--- src/nfi_pkg.sv ---
// ----------------------------------------------------------------------------
// nfi_pkg
// shared types, widths and saturation helpers for the interpolator
// ----------------------------------------------------------------------------
package nfi_pkg;

  localparam int DATA_W = 32;
  localparam int DVD_W  = 64;   // divider dividend and quotient width
  localparam int DVS_W  = 48;   // divider divisor width
  localparam int FACT_W = 32;

  localparam logic [1:0] ST_OK    = 2'd0;
  localparam logic [1:0] ST_FEW   = 2'd1;
  localparam logic [1:0] ST_ZEROH = 2'd2;
  localparam logic [1:0] ST_SAT   = 2'd3;

  typedef struct packed {
    logic             start;
    logic [DVD_W-1:0] dividend;
    logic [DVS_W-1:0] divisor;
  } div_req_t;

  typedef struct packed {
    logic             done;
    logic             busy;
    logic [DVD_W-1:0] quotient;
  } div_rsp_t;

  // saturate a wide signed value to 32 bits, msb of result is the overflow flag
  function automatic logic [DATA_W:0] sat66(input logic signed [65:0] v);
    logic [DATA_W:0] r;
    if (v > 66'sd2147483647) begin
      r = {1'b1, 32'h7fff_ffff};
    end else if (v < -66'sd2147483648) begin
      r = {1'b1, 32'h8000_0000};
    end else begin
      r = {1'b0, v[DATA_W-1:0]};
    end
    return r;
  endfunction

  function automatic logic [DVD_W-1:0] abs64(input logic signed [DVD_W-1:0] v);
    logic [DVD_W-1:0] r;
    r = v[DVD_W-1] ? DVD_W'(-v) : DVD_W'(v);
    return r;
  endfunction

endpackage

--- src/nfi_cell.sv ---
// ----------------------------------------------------------------------------
// nfi_cell
// one difference cell: holds an ordinate, steps to next-minus-own on command
// ----------------------------------------------------------------------------
module nfi_cell import nfi_pkg::*; (
  input  logic              clk,
  input  logic              load_en,
  input  logic [DATA_W-1:0] load_val,
  input  logic              step_en,
  input  logic [DATA_W-1:0] nbr_val,
  output logic [DATA_W-1:0] val,
  output logic              sat
);

  logic [DATA_W-1:0] val_r, val_nxt;
  logic [DATA_W:0]   dif;

  always_comb begin
    dif = sat66(66'($signed(nbr_val)) - 66'($signed(val_r)));
    sat = step_en & dif[DATA_W];
    val_nxt = val_r;
    if (load_en) begin
      val_nxt = load_val;
    end else if (step_en) begin
      val_nxt = dif[DATA_W-1:0];
    end
  end

  always_ff @(posedge clk) begin
    val_r <= val_nxt;
  end

  assign val = val_r;

endmodule

--- config.mk ---
export PLATFORM = sky130hd
export DESIGN_NAME = nfi_cell
export DESIGN_NICKNAME = d
export VERILOG_FILES = /design/src/nfi_pkg.sv /design/src/nfi_cell.sv
export SDC_FILE = /design/constraint.sdc
export NUM_CORES = 1
export LEC_CHECK = 0
export BUFFER_PORTS_ARGS = -buffer_cell sky130_fd_sc_hd__buf_2
export CORE_AREA = 2 2 67 117
export CTS_CLUSTER_SIZE = 20
export DETAILED_ROUTE_END_ITERATION = 10
export DIE_AREA = 0 0 69 119
export PLACE_DENSITY = 0.89
export SLEW_MARGIN = 20
export SYNTH_ARGS = -nofsm -noshare
export SYNTH_HDL_FRONTEND = slang
export SYNTH_SLANG_ARGS = --single-unit
--- constraint.sdc ---
create_clock -name clk -period 5.25 [get_ports clk]
set_input_delay 0.2625 -clock clk [delete_from_list [all_inputs] [get_ports clk]]
set_output_delay 0.2625 -clock clk [all_outputs]
set_load 0.05 [all_outputs]
Word level (Yosys, flattened, before mapping). Index checks and enable logic that the tools add are counted.

Memories: 0. Flip-flop bits (word level): 32. Latch bits: 0. Word-level logic and storage cells: 10. Output and inout port bits: 33. RAM bits: 0. Bits in read-only memories: 0.

Mux-type cells: 4. Reductions and logical operators: 1. Add/subtract/negate cells: 1. Multipliers: 0. Magnitude comparators: 2. Divide/modulo/power cells: 0. Bitwise logic cells: 1. Equality and inequality tests: 0. Shift-type cells: 0.

Operator list (count): 33-bit 2-to-1 mux (2); 32-bit 2-to-1 mux (2); 33-bit by 32-bit > comparator with 1-bit output (second input constant) (1); 33-bit by 32-bit < comparator with 1-bit output (second input constant) (1); 32-bit by 32-bit subtractor with 33-bit output (1); 2-bit nonzero test (1); 1-bit bitwise AND (1).

Longest topological paths before layout.
Depth after elaboration: 6. Gate-level depth with buffers: 12. Gate-level depth less buffers: 11.

Worst setup path after synthesis. Ideal clock, no wire load.

Path kind: register to output. Start point: register val_r[0] (netlist: val[0]). End point: output port sat. Cell stages (with the launch flop): 10. Setup slack: 1.860 ns. Path buffers: 0. Required time: 4.988 ns. Arrival: 3.128 ns. Path through: edfxtp_1 -> ha_1 -> fa_1 -> nand2b_1 -> a21oi_1 -> o211ai_1 -> a211oi_1 -> o21ai_1 -> nor4b_4 -> o31a_1.

Cells in the longest elaborated chain, start to end: 5.

Ends and longest elaborated chain: from (decl) (RTL line nfi_cell.sv:15) `logic [DATA_W-1:0] val_r, val_nxt;`; from (signal assigned) (RTL line nfi_cell.sv:30) `val_r <= val_nxt;`; 32-bit by 32-bit subtractor with 33-bit output * (RTL line nfi_cell.sv:19) `dif = sat66(66'($signed(nbr_val)) - 66'($signed(val_r)));`; 33-bit by 32-bit < comparator with 1-bit output (RTL line nfi_pkg.sv:34) `end else if (v < -66'sd2147483648) begin`; 33-bit 2-to-1 mux (RTL line nfi_pkg.sv:34); 33-bit 2-to-1 mux * (RTL line nfi_pkg.sv:32) `if (v > 66'sd2147483647) begin`; 1-bit bitwise AND * (RTL line nfi_cell.sv:20) `sat = step_en & dif[DATA_W];`; to (decl) (RTL line nfi_cell.sv:12) `output logic sat`.

Mark *: on every way between the ends. The rest lies on a longest branch, timed or not.

Final worst setup path. Ends and elaborated chain as after synthesis.

==> impl_metrics.toml <==
[status]
run_status = "finished, final reports clean"

[setup_path]
worst_case_register_to_register_setup_slack_ns = 1.58
worst-endpoint-required_ns = 4.99
reg2reg_to = "val[3]"
critical_path.startpoint_type = "flop"
timing.rr.start = "val[6]"
critical_path_class = "flop to output port"
end_kind = "output port"
reg2reg_depth = 11
worst_ep_arrival_time_ns = 3.70
critical_path.max_fanout = 27
critPathLaunch = "val[0]"

[yosys]
synthDominantCellAreaShare_pct = 25.9
dominant_synthesized_flop_cell = "sky130_fd_sc_hd__edfxtp_1"
ys_async_sr_fraction_pct = 0
post_synth_most_frequent_cells = "44 x sky130_fd_sc_hd__inv_1, 40 x sky130_fd_sc_hd__a21oi_1, 32 x sky130_fd_sc_hd__edfxtp_1, 32 x sky130_fd_sc_hd__ha_1, 30 x sky130_fd_sc_hd__nand2_1"
netlist_area_before_placement_um2 = 3720
post_synth_inst_count = 451
ys.warnings.count = 0
synth_nets = 551
synth.lib_cells_used.distinct = 55
synthTopCellsByArea = "sky130_fd_sc_hd__edfxtp_1 26%, sky130_fd_sc_hd__ha_1 11%, sky130_fd_sc_hd__a21oi_1 5.4%, sky130_fd_sc_hd__a21oi_2 5.2%, sky130_fd_sc_hd__nor2b_1 4.9%"
netlist.top_cell.by_area = "sky130_fd_sc_hd__edfxtp_1"
synth_seq_area_share_pct = 25.9
synth_edf_count = 32
synth_area_per_cell_um2 = 8.24
postSynthRegisterBits = 32
synthMostInstantiatedCell = "sky130_fd_sc_hd__inv_1"

[sta]
timing.clock.skew_ns = 0.00649
worst_slew_margin_rel_pct = 42.1
hold_viol = 0
achievable-frequency_mhz = 252
unrepaired_setup_endpoints_after_global_routing = "no"
final.min_clock_period_ns = 3.96
worst-slew-pin-transition_ns = 0.869
timing.setup.tns_ns = 0
ratio_of_final_minimum_period_to_clock_period_pct = 75.5
timing.final.max_slew_violations = 0
timing.final.setup_violations = 0

[clock_network]
clkSinkCount = 32
tritoncts = "built"
cts_h_tree_lvls = 2
postCtsResizedCells = 0
cts_made_buffers = 5
clock_latency_late_sink_ns = 0.29
number_of_post_cts_setup_repair_buffers = 0
hold_buffers = 0
clock_tree.root_cell = "sky130_fd_sc_hd__clkbuf_16"
clock_tree.buffer_depth = 2
clk_transition_reported_paths_ns = 0.06

[power_and_ir_drop]
power_report.internal_total_mw = 1.22
seq_power_share_pct = 17.3
comb_power_share_pct = 69.2
sw_share_pct = 52.2
share_clk_of_total_power_pct = 13.6
pd_cells_nw_per_um2 = 577
peakVddDrop_uv = 307
p_leak_nw = 2.08
netSwitchingPower_mw = 1.33

[global_routing]
grt_overflow = 0
grt_antenna_before_repair = 0
grt_max_degree = 41
first_global_vias = 3881
grt_first_pass_wirelength_um = 17500
grt_usage_pct = 26.2

[route]
drt_first_iter_violations = 190
post-route-drc-count = 0
ant_nets = 0
vias_per_cell = 5.93
detail_route.wirelength_um = 10800
firstDrtPassIters = 5
routed_wire_per_std_cell_um = 17.2
dr_total_vias = 3723

[placed_design]
hpwl_um = 8200
globalplace.congestion = 0.923
cells_after_dpl = 620
numPortBuffers = 99

[floorplan]
rows = 42
pin_count = 100
die_w_um = 69
fp.dieArea_um2 = 8210
die_height_um = 119
fp.coreArea_um2 = 7360
initial_utilization_pct = 50.5

[final_layout]
number_of_antenna_cells_inserted = 0
largest_reg_flops = 32
nets = 639
area_growth_syn_to_layout_pct = 18.6
post_layout_nonfiller_instances = 628
post_route_cells_drive_above_1_share_pct = 26.3

[min_path]
worst_hold_path.num_cells = 3
hold_path_startpoint = "load_val[29]"
hold-path-endpoint = "val[29]"
min-delay-path-class = "input pin to flop"

[run]
cap_violations = 0
-- placed cells by master, fill, tap and decap left out, types with 17 or more instances in the layout --
cell type / n
sky130_fd_sc_hd__ha_1: 32
sky130_fd_sc_hd__a21oi_1: 40
sky130_fd_sc_hd__a21o_1: 17
sky130_fd_sc_hd__inv_1: 44
sky130_fd_sc_hd__nand3_1: 27
sky130_fd_sc_hd__buf_2: 99
sky130_fd_sc_hd__nor2_1: 17
sky130_fd_sc_hd__nor2b_1: 29
sky130_fd_sc_hd__edfxtp_1: 32
sky130_fd_sc_hd__nand2_1: 30
sky130_fd_sc_hd__a21oi_2: 22
-- power by group through the flow --
stage	registers, mW	logic (mW)	clock network [mW]
floorplan	0.738	1.08	0
global placement	0.440	1.70	0
detailed placement	0.444	1.72	0
CTS	0.440	1.74	0.347
global route	0.451	1.90	0.349
finish	0.439	1.76	0.345
-- area by class of cell --
cell class | instances | area (um2)
sequential | 32 | 961
timing repair buffer | 100 | 503
multi-input combinational | 356 | 2500
clock buffer | 5 | 125
tap | 88 | 110
fill | 689 | 2950
clock inverter | 3 | 42.5
inverter | 44 | 165
-- metrics by stage --
| stage | utilization, % | total power [mW] | cell area [um2] | hold slack [ns] | worst slack, ns |
|---|---|---|---|---|---|
| floorplan | - | 1.81 | 3720 | 0.452 | 1.86 |
| global placement | 57.5 | 2.14 | 4230 | 0.552 | 1.41 |
| global route | 59.9 | 2.70 | 4410 | 0.266 | 1.09 |
| CTS | 59.8 | 2.52 | 4400 | 0.252 | 1.01 |
| finish | 59.9 | 2.54 | 4410 | 0.258 | 1.29 |
| detailed placement | 57.5 | 2.17 | 4230 | 0.550 | 1.33 |
-- worst max-delay path by stage --
stage                     cells after the start  endpoint  slack [ns]
after detailed placement                     11       sat        1.33
after global routing                         11       sat        1.09
after floorplan                               9       sat        1.86
after global placement                       11       sat        1.41
final                                        11       sat        1.29
after CTS                                    11       sat        1.01
-- routing by layer --
metal	track usage [%]	vias up	routed length [um]
met5	0	-	0
met4	14.7	0	473
met3	2.96	40	520
met2	50.1	159	5940
met1	26.8	1710	3840
li1	-	1814	-
-- logic make-up (layout without fill, tap and decap cells) --
family,Yosys count,after routing,share of synthesized area [%]
XOR/XNOR,22,22,5.19
adder cells (fa/ha/maj),33,33,11.3
AO/OA/AOI/OAI,148,148,27.8
flip-flops,32,32,25.9
buffers and inverters,63,152,7.07
AND/OR/NAND/NOR,153,153,22.8
-- critical path, stage by stage, from the launching register on --
cell and delay [ns]:
sky130_fd_sc_hd__edfxtp_1 0.39, sky130_fd_sc_hd__ha_1 0.24, sky130_fd_sc_hd__fa_1 0.39, sky130_fd_sc_hd__nand2b_1 0.20, sky130_fd_sc_hd__a21oi_1 0.32, sky130_fd_sc_hd__o211ai_1 0.25
sky130_fd_sc_hd__a211oi_1 0.28, sky130_fd_sc_hd__o21ai_1 0.20, sky130_fd_sc_hd__o21ai_4 0.35, sky130_fd_sc_hd__nand2_2 0.21, sky130_fd_sc_hd__o31a_1 0.36, sky130_fd_sc_hd__buf_2 0.21
Note: power is estimated with default switching activity, not from simulation.
