===== src/nfi_pkg.sv =====
// ----------------------------------------------------------------------------
// nfi_pkg
// shared types, widths and saturation helpers for the interpolator
// ----------------------------------------------------------------------------
package nfi_pkg;

  localparam int DATA_W = 32;
  localparam int DVD_W  = 64;   // divider dividend and quotient width
  localparam int DVS_W  = 48;   // divider divisor width
  localparam int FACT_W = 32;

  localparam logic [1:0] ST_OK    = 2'd0;
  localparam logic [1:0] ST_FEW   = 2'd1;
  localparam logic [1:0] ST_ZEROH = 2'd2;
  localparam logic [1:0] ST_SAT   = 2'd3;

  typedef struct packed {
    logic             start;
    logic [DVD_W-1:0] dividend;
    logic [DVS_W-1:0] divisor;
  } div_req_t;

  typedef struct packed {
    logic             done;
    logic             busy;
    logic [DVD_W-1:0] quotient;
  } div_rsp_t;

  // saturate a wide signed value to 32 bits, msb of result is the overflow flag
  function automatic logic [DATA_W:0] sat66(input logic signed [65:0] v);
    logic [DATA_W:0] r;
    if (v > 66'sd2147483647) begin
      r = {1'b1, 32'h7fff_ffff};
    end else if (v < -66'sd2147483648) begin
      r = {1'b1, 32'h8000_0000};
    end else begin
      r = {1'b0, v[DATA_W-1:0]};
    end
    return r;
  endfunction

  function automatic logic [DVD_W-1:0] abs64(input logic signed [DVD_W-1:0] v);
    logic [DVD_W-1:0] r;
    r = v[DVD_W-1] ? DVD_W'(-v) : DVD_W'(v);
    return r;
  endfunction

endpackage


===== src/nfi_div.sv =====
// ----------------------------------------------------------------------------
// nfi_div
// restoring unsigned divider, one quotient bit a cycle
// ----------------------------------------------------------------------------
module nfi_div import nfi_pkg::*; (
  input  logic     clk,
  input  logic     rst_n,
  input  div_req_t req,
  output div_rsp_t rsp
);

  localparam int CNT_W = $clog2(DVD_W);

  logic             busy_r, busy_nxt;
  logic             done_r, done_nxt;
  logic [CNT_W-1:0] cnt_r, cnt_nxt;
  logic [DVS_W:0]   rem_r, rem_nxt;
  logic [DVD_W-1:0] quo_r, quo_nxt;
  logic [DVS_W-1:0] dvs_r, dvs_nxt;
  logic [DVS_W:0]   trial;

  always_comb begin
    busy_nxt = busy_r;
    done_nxt = 1'b0;
    cnt_nxt  = cnt_r;
    rem_nxt  = rem_r;
    quo_nxt  = quo_r;
    dvs_nxt  = dvs_r;
    trial    = {rem_r[DVS_W-1:0], quo_r[DVD_W-1]};
    if (req.start) begin
      busy_nxt = 1'b1;
      cnt_nxt  = '0;
      rem_nxt  = '0;
      quo_nxt  = req.dividend;
      dvs_nxt  = req.divisor;
    end else if (busy_r) begin
      if (trial >= {1'b0, dvs_r}) begin
        rem_nxt = trial - {1'b0, dvs_r};
        quo_nxt = {quo_r[DVD_W-2:0], 1'b1};
      end else begin
        rem_nxt = trial;
        quo_nxt = {quo_r[DVD_W-2:0], 1'b0};
      end
      cnt_nxt = cnt_r + 1'b1;
      if (cnt_r == CNT_W'(DVD_W - 1)) begin
        busy_nxt = 1'b0;
        done_nxt = 1'b1;
      end
    end
  end

  always_ff @(posedge clk) begin
    if (!rst_n) begin
      busy_r <= 1'b0;
      done_r <= 1'b0;
      cnt_r  <= '0;
    end else begin
      busy_r <= busy_nxt;
      done_r <= done_nxt;
      cnt_r  <= cnt_nxt;
    end
    rem_r <= rem_nxt;
    quo_r <= quo_nxt;
    dvs_r <= dvs_nxt;
  end

  assign rsp.done     = done_r;
  assign rsp.busy     = busy_r;
  assign rsp.quotient = quo_r;

endmodule


===== config.mk =====
export PLATFORM = sky130hd
export DESIGN_NAME = nfi_div
export DESIGN_NICKNAME = d
export VERILOG_FILES = /design/src/nfi_pkg.sv /design/src/nfi_div.sv
export SDC_FILE = /design/constraint.sdc
export NUM_CORES = 1
export LEC_CHECK = 0
export ABC_AREA = 0
export BUFFER_PORTS_ARGS = -buffer_cell sky130_fd_sc_hd__buf_2
export CAP_MARGIN = 15
export CORE_AREA = 2 2 135 137
export DETAILED_ROUTE_END_ITERATION = 10
export DIE_AREA = 0 0 137 139
export GPL_TIMING_DRIVEN = 1
export MAX_ROUTING_LAYER = met4
export PLACE_DENSITY_LB_ADDON = 0.2
export SLEW_MARGIN = 10
export SYNTH_ARGS = -nofsm -noshare
export SYNTH_HDL_FRONTEND = slang
export SYNTH_SLANG_ARGS = --single-unit

===== constraint.sdc =====
create_clock -name clk -period 3.82 [get_ports clk]
set_input_delay 0.573 -clock clk [delete_from_list [all_inputs] [get_ports clk]]
set_output_delay 0.573 -clock clk [all_outputs]
set_load 0.01 [all_outputs]

Word-level counts from Yosys, hierarchy flattened
Index checks and enable logic that the tools add are counted.
- register bits after elaboration: 168
- latch bits: 0
- memory bits (writable): 0
- ROM bits: 0
- input bits: 115
- output and inout bits: 66
- word-level logic and storage cells: 23
- memories: 0
- add/sub/neg operators: 2
- $mul: 0
- divide/modulo/power cells: 0
- order comparisons: 1
- equality and inequality tests: 1
- shifts and indexed selects: 0
- muxes and demuxes: 8
- bitwise logic cells: 2
- reductions and logical operators: 3
- operators with widths (kind ; number):
    $mux W64 ; 2
    $ge A49 B48 Y1 ; 1
    $mux W48 ; 1
    $sub A48 B48 Y48 ; 1
    $add A6 B1 Y6 const B ; 1
    $eq A6 B6 Y1 const B ; 1
    $mux W1 ; 5
    $reduce_or A3 Y1 ; 1
    $not A1 Y1 ; 2
    $reduce_bool A2 Y1 ; 1
    $reduce_or A2 Y1 ; 1

Logic depth before layout (Yosys ltp)
- word-level depth: 4
- mapped depth: 15
- gate-level depth less buffers: 12

Worst setup path after synthesis
Ideal clock, no wire load.
- kind: register -> register
- start: register dvs_r[23]
- end: register quo_r[0], data pin
- setup time: 260 ps
- arrival: 2718 ps
- data required time: 3560 ps
- path slack: 842 ps
- cell stages (with the launch flop): 13
- buffers on the path: 3
- period minus slack after synthesis: 2978 ps
- path through: edfxtp_1 > inv_1 > ha_1 > buf_2 > and2_4 > and3_4 > o31a_1 > and2_1 > a2111o_2 > and2_1 > buf_6 > buf_6 > mux2_2
- word-level cells in the longest chain between the ends: 4
- RTL lines (item ; line ; text):
    start: declaration ; nfi_div.sv:19 ; logic [DVS_W-1:0] dvs_r, dvs_nxt;
    start signal: assignment ; nfi_div.sv:64 ; dvs_r <= dvs_nxt;
    $ge A49 B48 Y1 ; nfi_div.sv:37 ; if (trial >= {1'b0, dvs_r}) begin
    $mux W1 ; nfi_div.sv:37 ;
    $mux W64 ; nfi_div.sv:36 ; end else if (busy_r) begin
    $mux W64 ; nfi_div.sv:30 ; if (req.start) begin
    via quo_nxt[0] ; nfi_div.sv:18 ; logic [DVD_W-1:0] quo_r, quo_nxt;
    end signal: assignment ; nfi_div.sv:63 ; quo_r <= quo_nxt;
    end: declaration ; nfi_div.sv:18 ;
The timed path passes the listed nets, and every way through them passes these cells. The select of a mux whose other input is x is not followed.
A chain may end at the register's enable or synchronous reset.

Worst setup path after layout
- start: register quo_r[63]
- end: register rem_r[42]
- word-level cells in the longest chain between the ends: 2
- elaborated cells on any way between the ends: 3
- those cells by class: add/sub (1); order compare (1); mux (1)
- RTL lines (item ; line ; text):
    $sub A48 B48 Y48 / $ge A49 B48 Y1 (equally long branches) ; nfi_div.sv:38, nfi_div.sv:37 ;
    $mux W48 (*) ; nfi_div.sv:37 ;
    end signal: assignment ; nfi_div.sv:62 ; rem_r <= rem_nxt;
    end: declaration ; nfi_div.sv:17 ; logic [DVS_W:0] rem_r, rem_nxt;
Mark *: on every way between the ends. The rest lies on a longest branch, timed or not.

==> metrics <==
number of post-CTS setup repair buffers 0; post-CTS sizing 0; wire length per cell 16.4 um; hold_sp req[46]; Ys Warns 0; # DRC 0; final antenna-violating net count 0; most common cell after layout, fill and taps aside buf_2; Synth Flop Type edfxtp_1; Static Leak 4.73 nW; Worst EP required 4.15 ns; pwr dens 452 mW/mm^2; final setup fails 0; layout cell share with drive strength beyond 1 26.4%; Cell variety after synth 69; final worst slack 0.484 ns; Clk Latency, worst-skew pair 0.43 ns; CP Launch Type flop; Core ar. 0.0177 sq mm; peak supply drop 0.331 mV; min-delay worst type primary input to flop; Mapped Nets 1129; Routed WL 22300 um; Syn-to-layout area delta 16.4%; Max clock buf depth 2; Post-Route Setup TNS 0 ns; Initial Utilization 54.8%; H-tree Lvls 4; CP endpoint kind flop; Clock Skew 0.0117 ns; post-synth top area share 34.8%; FMAX 300 MHz; DR iter-0 viols 481; Via density 5.65; GR Util All Layers 24.5%; synthesized area per cell 10.0 sq um; # hold bufs at CTS 0; GRT Residual Overflow 0; via count 7689; minimum clock period 3.34 ns; Arrival @ worst endpoint 3.67 ns; DPL Wire Length 16000 um; Setup CP Type flop to flop; CTS tree built; Seq/Total Area, Yosys 46.3%; Final nets 1283; Syn Inst Count 964; final hold violation count 0; Clock Tree Root clkbuf_16; vias in the first global route 7555; Register-to-Register Path Depth 12; Setup crit start quo_r[63]$_DFFE_PP_; largest net degree at the start of global routing 105; Slew @ Worst Pin 1.03 ns; Sink Count 168; EDFF count, synth 112; Hold Crit Depth 1; pre-CTS WS 0.527 ns; fillers 1487; die area 0.0190 sq mm; max cap viols 0; Slew headroom 31.4%; drt pass-1 iters 7; unrepaired setup endpoints after global routing no; Die H 139 um; outcome complete, no violations; crit-path max FO 5; Yosys reg bits 168; part of the cycle the worst path needs 87.3%; GP Congestion 0.909; PortBufs 180; Die W 137 um; most frequent cells in the layout buf_2 (179), nand2_1 (118), edfxtp_1 (112); fin. max-slew vios 0; Yosys top cell by area edfxtp_1; top-level I/O count 181; first-pass GRT wire length 36300 um; initial antenna violation count 1; Mapped Area 0.00968 sq mm; ys async rst share 0%; Worst-path clk slew 0.07 ns; FF-to-FF Start quo_r[63]$_DFFE_PP_; num rows 49; Area contributors post-synth edfxtp_1 (35%), dfxtp_1 (12%), mux2_2 (7.4%); total CTS buffers 17
==> logic make-up (layout without fill, tap and decap cells) <==
family | Yosys count | in the layout | share of synthesized area (%)
XOR/XNOR | 38 | 38 | 3.44
AND/OR/NAND/NOR | 307 | 307 | 15.0
AO/OA/AOI/OAI | 222 | 222 | 15.7
multiplexers | 65 | 65 | 7.55
other | 0 | 1 | 0
adder cells (fa/ha/maj) | 50 | 50 | 6.54
flip-flops | 168 | 168 | 46.3
buffers and inverters | 114 | 281 | 5.35
==> worst paths after layout <==
| path | to | slack (ns) |
|---|---|---|
| worst max-delay path | rem_r[42]$_SDFFE_PP0P_ | 0.48 |
| worst min-delay path | dvs_r[46]$_DFFE_PP_ | 0.31 |
| worst max register to register | rem_r[42]$_SDFFE_PP0P_ | 0.48 |
| worst min register to register | cnt_r[5]$_SDFFE_PP0P_ | 0.49 |
==> critical path, cell delays in order, from the launching register on <==
cell	delay [ns]
edfxtp_1	0.36
inv_1	0.05
ha_1	0.22
fa_1	0.41
nor2b_1	0.18
o2111ai_1	0.17
a2111oi_1	0.50
nor3b_2	0.18
o2111ai_2	0.30
nand3_1	0.19
a211oi_1	0.30
o21ai_1	0.08
a311oi_1	0.27
==> stage by stage <==
step	power [W]	std cells	utilization, %	cell area, sq um	hold slack [ns]
6_report	0.00509	1361	63.8	11300	0.311
5_1_grt	0.00534	1361	63.8	11300	0.288
4_1_cts	0.00513	1360	63.8	11300	0.291
3_5_place_dp	0.00334	1328	60.3	10600	0.483
3_3_place_gp	0.00333	1328	60.3	10600	0.472
2_1_floorplan	0.00303	964	-	9680	0.454
==> routing by layer <==
metal  track usage, %  part of all wire [%]  up-vias
met5                -                     0        -
met4             6.35                   1.4        0
met2             39.0                    48      215
li1                 -                     -     3815
met1             30.9                    45     3632
met3             6.43                   6.1       27
==> flip-flops by register name (all words and copies together) (netlist names) <==
name	count
quo_r	64
dvs_r	48
done_r	1
rem_r	48
busy_r	1
cnt_r	6
==> cells in the mapped netlist, types with 4 or more instances <==
library cell,count
nor2b_1,7
nand2b_1,13
mux2_2,64
o21ai_1,7
a21o_1,16
inv_1,63
and3_1,5
a31oi_1,5
nand3_1,25
a211oi_1,6
ha_1,49
dfxtp_1,56
xor2_1,17
or3_1,7
nand4_1,14
buf_6,8
nor3_1,8
clkbuf_1,27
a311oi_1,42
o211ai_1,8
buf_4,4
o21bai_1,9
nor2_1,82
nand2_1,118
a21oi_1,64
xnor2_1,21
o21ai_0,27
edfxtp_1,112
buf_2,12
o21a_1,10
==> where the power goes <==
group	switching [W]	leakage [nW]	internal [W]
clock	0.000779	0.296	0.000997
sequential	0.0000833	1.57	0.00212
combinational	0.000653	2.86	0.000458
total	0.00152	4.73	0.00358
==> layout make-up <==
cell class / instances / area [sq um] / share of cell area, %
diodes: 1 / 2.50 / 0.0222
well taps: 229 / 287 / 2.54
inverters: 63 / 236 / 2.10
repair buffers: 186 / 965 / 8.56
multi-input cells: 682 / 4680 / 41.5
clock buffers: 18 / 429 / 3.81
flip-flops and latches: 168 / 4490 / 39.8
clock inverters: 14 / 186 / 1.65
(Power assumes the default switching activity.)
